`config.mk`:
```
export PLATFORM = sky130hd
export DESIGN_NAME = rrd_fifo
export DESIGN_NICKNAME = d
export VERILOG_FILES = /design/src/rtl/assert_macros.svh /design/src/rtl/rrd_pkg.sv /design/src/rtl/rrd_fifo.sv
export SDC_FILE = /design/constraint.sdc
export NUM_CORES = 1
export LEC_CHECK = 0
export BUFFER_PORTS_ARGS = -buffer_cell sky130_fd_sc_hd__buf_4
export CORE_MARGIN = 2
export CORE_UTILIZATION = 47
export CTS_CLUSTER_DIAMETER = 80
export CTS_CLUSTER_SIZE = 25
export DETAILED_ROUTE_END_ITERATION = 10
export GPL_ROUTABILITY_DRIVEN = 0
export PLACE_DENSITY = 0.69
export SYNTH_ARGS = -nofsm -noshare
export SYNTH_HDL_FRONTEND = slang
export SYNTH_SLANG_ARGS = --single-unit
```
`constraint.sdc`:
```
create_clock -name clk -period 4.8 [get_ports clk]
set_input_delay 0.72 -clock clk [delete_from_list [all_inputs] [get_ports clk]]
set_output_delay 0.72 -clock clk [all_outputs]
set_load 0.02 [all_outputs]
```
`src/rtl/assert_macros.svh`:
```
// Assertion macros used by the top level of the scanline decoder.
`ifndef ASSERT_MACROS_SVH
`define ASSERT_MACROS_SVH
`ifndef ASSERT_OFF
`define RRD_ASSERT(lbl, clk, rst_n, prop, msg) \
  lbl: assert property (@(posedge clk) disable iff (!rst_n) prop) else $error(msg);
`define RRD_NEVER(lbl, clk, rst_n, cond, msg) \
  lbl: assert property (@(posedge clk) disable iff (!rst_n) !(cond)) else $error(msg);
`else
`define RRD_ASSERT(lbl, clk, rst_n, prop, msg)
`define RRD_NEVER(lbl, clk, rst_n, cond, msg)
`endif
`endif

```
`src/rtl/rrd_pkg.sv`:
```
// Types, codes and the pixel conversion function of the scanline decoder.
package rrd_pkg;

  localparam logic [2:0] STS_BYTE_TAKEN = 3'd0;
  localparam logic [2:0] STS_PIXEL      = 3'd1;
  localparam logic [2:0] STS_REFUSED    = 3'd2;
  localparam logic [2:0] STS_NO_LINE    = 3'd3;
  localparam logic [2:0] STS_DONE       = 3'd4;

  localparam logic ACT_BYTE  = 1'b0;
  localparam logic ACT_FETCH = 1'b1;

  localparam logic [7:0] RUN_BASE = 8'd128;

  typedef enum logic [1:0] {
    PH_HEADER,
    PH_CODE,
    PH_VALUE,
    PH_LITERAL
  } phase_t;

  typedef enum logic [2:0] {
    EX_IDLE,
    EX_RUN,
    EX_READ,
    EX_LAST,
    EX_PUSH
  } exec_state_t;

  typedef struct packed {
    logic       action;
    logic [7:0] data_byte;
  } in_item_t;

  typedef struct packed {
    logic [2:0]  status;
    logic [31:0] red_bits;
    logic [31:0] green_bits;
    logic [31:0] blue_bits;
    logic [10:0] column;
    logic [9:0]  row;
    logic        last_of_row;
  } result_t;

  // Mantissa byte m with shared exponent byte e as IEEE single bits:
  // m * 2^(e-136), exact, subnormal where small, and zero where e is zero.
  function automatic logic [31:0] chan_bits(input logic [7:0] m, input logic [7:0] e);
    logic [2:0]  p;
    logic [9:0]  bsum;
    logic [9:0]  bexp;
    logic [31:0] frac;
    logic [31:0] res;
    p = 3'd0;
    for (int i = 1; i < 8; i++) begin
      if (m[i]) p = 3'(i);
    end
    bsum = {7'd0, p} + {2'd0, e};
    bexp = bsum - 10'd9;
    frac = {24'd0, m} << (5'd23 - {2'd0, p});
    if (e == 8'd0 || m == 8'd0) begin
      res = 32'd0;
    end else if (bsum >= 10'd10) begin
      res = {1'b0, bexp[7:0], frac[22:0]};
    end else begin
      res = {24'd0, m} << (e[4:0] + 5'd13);
    end
    return res;
  endfunction

endpackage

```
`src/rtl/rrd_fifo.sv`:
```
// Two-entry queue used between the port side and the decode engine.
module rrd_fifo
  import rrd_pkg::*;
#(
  parameter int DW = 8
) (
  input  logic          clk,
  input  logic          rst_n,
  input  logic          push,
  input  logic [DW-1:0] din,
  output logic          full,
  input  logic          pop,
  output logic          empty,
  output logic [DW-1:0] dout
);

  logic [DW-1:0] slot_r [2];
  logic          wp_r, rp_r;
  logic [1:0]    cnt_r;
  logic          do_push, do_pop;

  assign full    = (cnt_r == 2'd2);
  assign empty   = (cnt_r == 2'd0);
  assign dout    = slot_r[rp_r];
  assign do_push = push && !full;
  assign do_pop  = pop && !empty;

  always_ff @(posedge clk) begin
    if (do_push) begin
      slot_r[wp_r] <= din;
    end
  end

  always_ff @(posedge clk) begin
    if (!rst_n) begin
      wp_r  <= 1'b0;
      rp_r  <= 1'b0;
      cnt_r <= 2'd0;
    end else begin
      if (do_push) wp_r <= ~wp_r;
      if (do_pop) rp_r <= ~rp_r;
      cnt_r <= cnt_r + {1'b0, do_push} - {1'b0, do_pop};
    end
  end

endmodule

```
# Yosys cells after proc, flatten, opt, wreduce, memory -nomap -nowiden
# Memories as Yosys holds them, arrays and structs flattened. A register that Yosys moved wholly into a read port is not among the register bits.
# Index checks and enable logic that the tools add are counted.
# Widths: inputs -> output; s select.
[totals]
elab_cells = 18
latch_bits = 0
rom_bits = 0
in_bits = 12
n_memories = 1
ff_bits = 4
ramBits = 16
[op_classes]
n_div = 0
bitwise = 2
shifts = 0
magnitude_cmp = 0
n_eq_ne = 1
reduce_logical = 5
multipliers = 0
n_addsub = 2
muxes = 4
[memory_table]
columns = ["name", "words", "width", "read_ports", "rd_ports_with_merged_regs", "write_ports", "line", "rtl"]
rows = [
  ["slot_r", 2, 8, 1, 1, 1, "rrd_fifo.sv:17", "logic [DW-1:0] slot_r [2];"],
]
[ops]
columns = ["op", "n"]
rows = [
  ["$mux 1", 4],
  ["$add 2x1->2", 1],
  ["$eq 2x2->1 const B", 1],
  ["$logic_and 1x1->1", 2],
  ["$logic_not 1->1", 2],
  ["$logic_not 2->1", 1],
  ["$not 1->1", 2],
  ["$sub 2x1->2", 1],
]

# Logic depth before layout (Yosys ltp)
[depth]
word_depth = 5
ltp_mapped = 8
mapped_depth_nobuf = 8

# Worst setup path after synthesis
# No wires, ideal clock.
[synth_path]
kind = "in2reg"
start = "input port pop"
end = "register cnt_r[1]"
path_stages = 7
required_ps = 4722
setup_ps = 78
arrival_ps = 1713
setup_slack_ps = 3009
cell_sequence = "o21a_2 > ha_1 > inv_1 > ha_1 > xor2_1 > and2_2 > nor3_1"
[synth_via]
elab_chain_len = 2
[synth_lines]
columns = ["item", "line", "rtl"]
rows = [
  ["from (decl)", "rrd_fifo.sv:12", "input logic pop,"],
  ["$logic_and 1x1->1", "rrd_fifo.sv:26", "assign do_pop = pop && !empty;"],
  ["$sub 2x1->2", "rrd_fifo.sv:42", "cnt_r <= cnt_r + {1'b0, do_push} - {1'b0, do_pop};"],
  ["to (signal assigned)", "rrd_fifo.sv:42", ""],
  ["to (decl)", "rrd_fifo.sv:19", "logic [1:0] cnt_r;"],
]
# No other way between the ends.
# A chain may end at the register's enable or synchronous reset.

==> results.toml <==
[sta]
setup_viol = 0
tightest_slew_ps = 682
final.period_utilization_pct = 43.5
slew_violations = 0
min_period_ps = 2090
grt_setup_unrepaired = "false"
finalHoldViolCount = 0
fmax_mhz = 479
holdWs_ps = 487
fin_setup_tns_ps = 0
worst_slack_ps = 2710
skew_ps = 0.853
relSlewSlack_pct = 54.4

[cells_and_area]
num_antenna_cells = 0
layout.nets = 91
layout.area.seq_um2 = 581
fillCellCount = 139
synthToLayoutAreaGrowth_pct = 24.7
design_area_um2 = 1010
multi_input_area_um2 = 215
finalNonFillerCells = 93
final_layout_size_suffix_gt1_share_pct = 44.7

[synth]
syn_inst = 52
synth_compound_area_share_pct = 1.08
synth_flop_cell = "edfxtp_1"
synth_cell_types = 17
synth_top_family_by_area = "multiplexers"
muxShareOfSynthArea_pct = 12.3
seq_area_frac_synth_pct = 71.5
yosys_warnings = 0
async_reset_ff_share_pct = 0
synth_area_um2 = 812
synthAdderAreaFrac_pct = 3.08
syn_avg_cell_area_um2 = 15.6
synth_fp_nets = 66
synth_edf_count = 16
synth-simple-area-share_pct = 7.86
synth-xor-area-share_pct = 2.16
ys_ff_latch = 21

[placed_design]
dp_hpwl_um = 827
placedCellCount = 89
post-place-ws_ps = 2810
numPortBuffers = 21
place_area_um2 = 986

[grt]
grt_max_degree = 12
antenna_found_initial = 0
grt_usage_pct = 12.3
grt_pass1_wl_um = 1640
grt.overflow.total = 0
first_global_vias = 395

[clocking]
clock_sinks = 21
numCtsBuffers = 3
clk_latency_ps = 280
clkTransAtPathRegs_ps = 110
hold_buffers = 0
clockRootBuffer = "clkbuf_4"
cts_resized = 0
htree_levels = 1
cts_buffer_depth = 2
cts_tree = "yes"
cts_setup_buffers = 0

[routing]
finalWirelength_um = 1140
ant_nets = 0
vias = 450
drc = 0
avgViaCountPerCell = 4.84
wire_per_inst_um = 12.2
initialDrtViolationCount = 11
first_pass_iters = 3

[power_and_ir_drop]
combPwrFrac_pct = 36.5
switching_share_pct = 31.7
power.leakage_nw = 0.424
p_clk_share_pct = 14.8
p_int_mw = 0.367
seq_power_share_pct = 48.7
powerDensity_nw_per_um2 = 531
switching_power_mw = 0.170
vdd_drop_max_mv = 0.325

[worst_setup_path]
criticalPathCategory = "reg2out"
cp.arrival_ps = 1370
cp_max_fo = 8
start_kind = "flop"
cp-end-kind = "primary output"
required_ps = 4080

[floorplan]
die_h_um = 45.6
start_util_pct = 48.6
die_area_um2 = 2080
core_um2 = 1670
io-pin-count = 22
die_w_um = 45.6
rows = 15

[run_status]
status = "completed"

[min_path]
min_path_type = "reg2reg"

[job]
cap_violations = 0
-- layout make-up --
cell class	instances	share of cell area (%)
clock buffers	4	2.60
flip-flops and latches	21	57.4
multi-input cells	27	21.3
inverters	3	1.11
repair buffers	21	15.6
well taps	17	2.10
-- path summary, 6_finish.rpt --
| kind | startpoint | to | slack (ps) | cells past startpoint |
|---|---|---|---|---|
| worst min register to register | wp_r | wp_r | 490 | 2 |
| worst min-delay path | wp_r | wp_r | 490 | 2 |
| worst max register to register | cnt_r[0] | cnt_r[1] | 3100 | 8 |
| worst max-delay path | flop | dout[0] | 2710 | 2 |
-- flip-flops by register name, summed over array words and instances (netlist names), named ones only --
name	count
slot_r	16
cnt_r	2
rp_r	1
wp_r	1
-- cell usage in the layout (no fill, tap or decap), drive strengths merged, types with 2 or more instances in the layout --
cell type,count
clkbuf,4
buf,21
inv,3
mux2,8
nand2b,2
nor2,5
nand2,2
ha,2
edfxtp,16
dfxtp,5
and2,2
-- power by group through the flow --
| stage | registers (mW) | logic, mW | clock network (mW) |
|---|---|---|---|
| 2_1_floorplan | 0.253 | 0.140 | 0 |
| 3_3_place_gp | 0.266 | 0.197 | 0 |
| 3_5_place_dp | 0.267 | 0.199 | 0 |
| 4_1_cts | 0.263 | 0.200 | 0.0820 |
| 5_1_grt | 0.267 | 0.213 | 0.0899 |
| 6_report | 0.262 | 0.197 | 0.0795 |
-- cells in the mapped netlist (all sizes together), types with 2 or more instances --
library cell | instances | area, um2
ha | 2 | 25.0
edfxtp | 16 | 480
mux2 | 8 | 90.1
and2 | 2 | 13.8
nor2 | 5 | 18.8
nand2 | 2 | 7.51
nand2b | 2 | 12.5
dfxtp | 5 | 100
inv | 3 | 11.3
-- per-layer routing --
| layer | global-route usage (%) | up-vias | share of wire (%) |
|---|---|---|---|
| met5 | 0 | - | 0 |
| met4 | 10.6 | 0 | 2.5 |
| met3 | 3.97 | 2 | 6.4 |
| met2 | 20.6 | 16 | 51 |
| met1 | 11.9 | 203 | 40 |
| li1 | - | 229 | - |
-- metrics by stage --
step | total power [mW] | utilization [%]
2_1_floorplan | 0.393 | -
3_3_place_gp | 0.463 | 59.0
3_5_place_dp | 0.466 | 59.0
4_1_cts | 0.545 | 60.6
5_1_grt | 0.570 | 60.6
6_report | 0.538 | 60.6
-- cells by family after synthesis --
| logic type | after synthesis |
|---|---|
| simple gates | 13 |
| flops | 21 |
| fa+ha+maj | 2 |
| xor+xnor | 2 |
| mux | 9 |
| buf+inv | 4 |
| compound gates | 1 |
-- worst max-delay path, cell delays in order, from the launching register on --
cell	delay, ps
dfxtp_1	550
mux2_2	380
buf_4	160
Note: power is estimated with default switching activity, not from simulation.
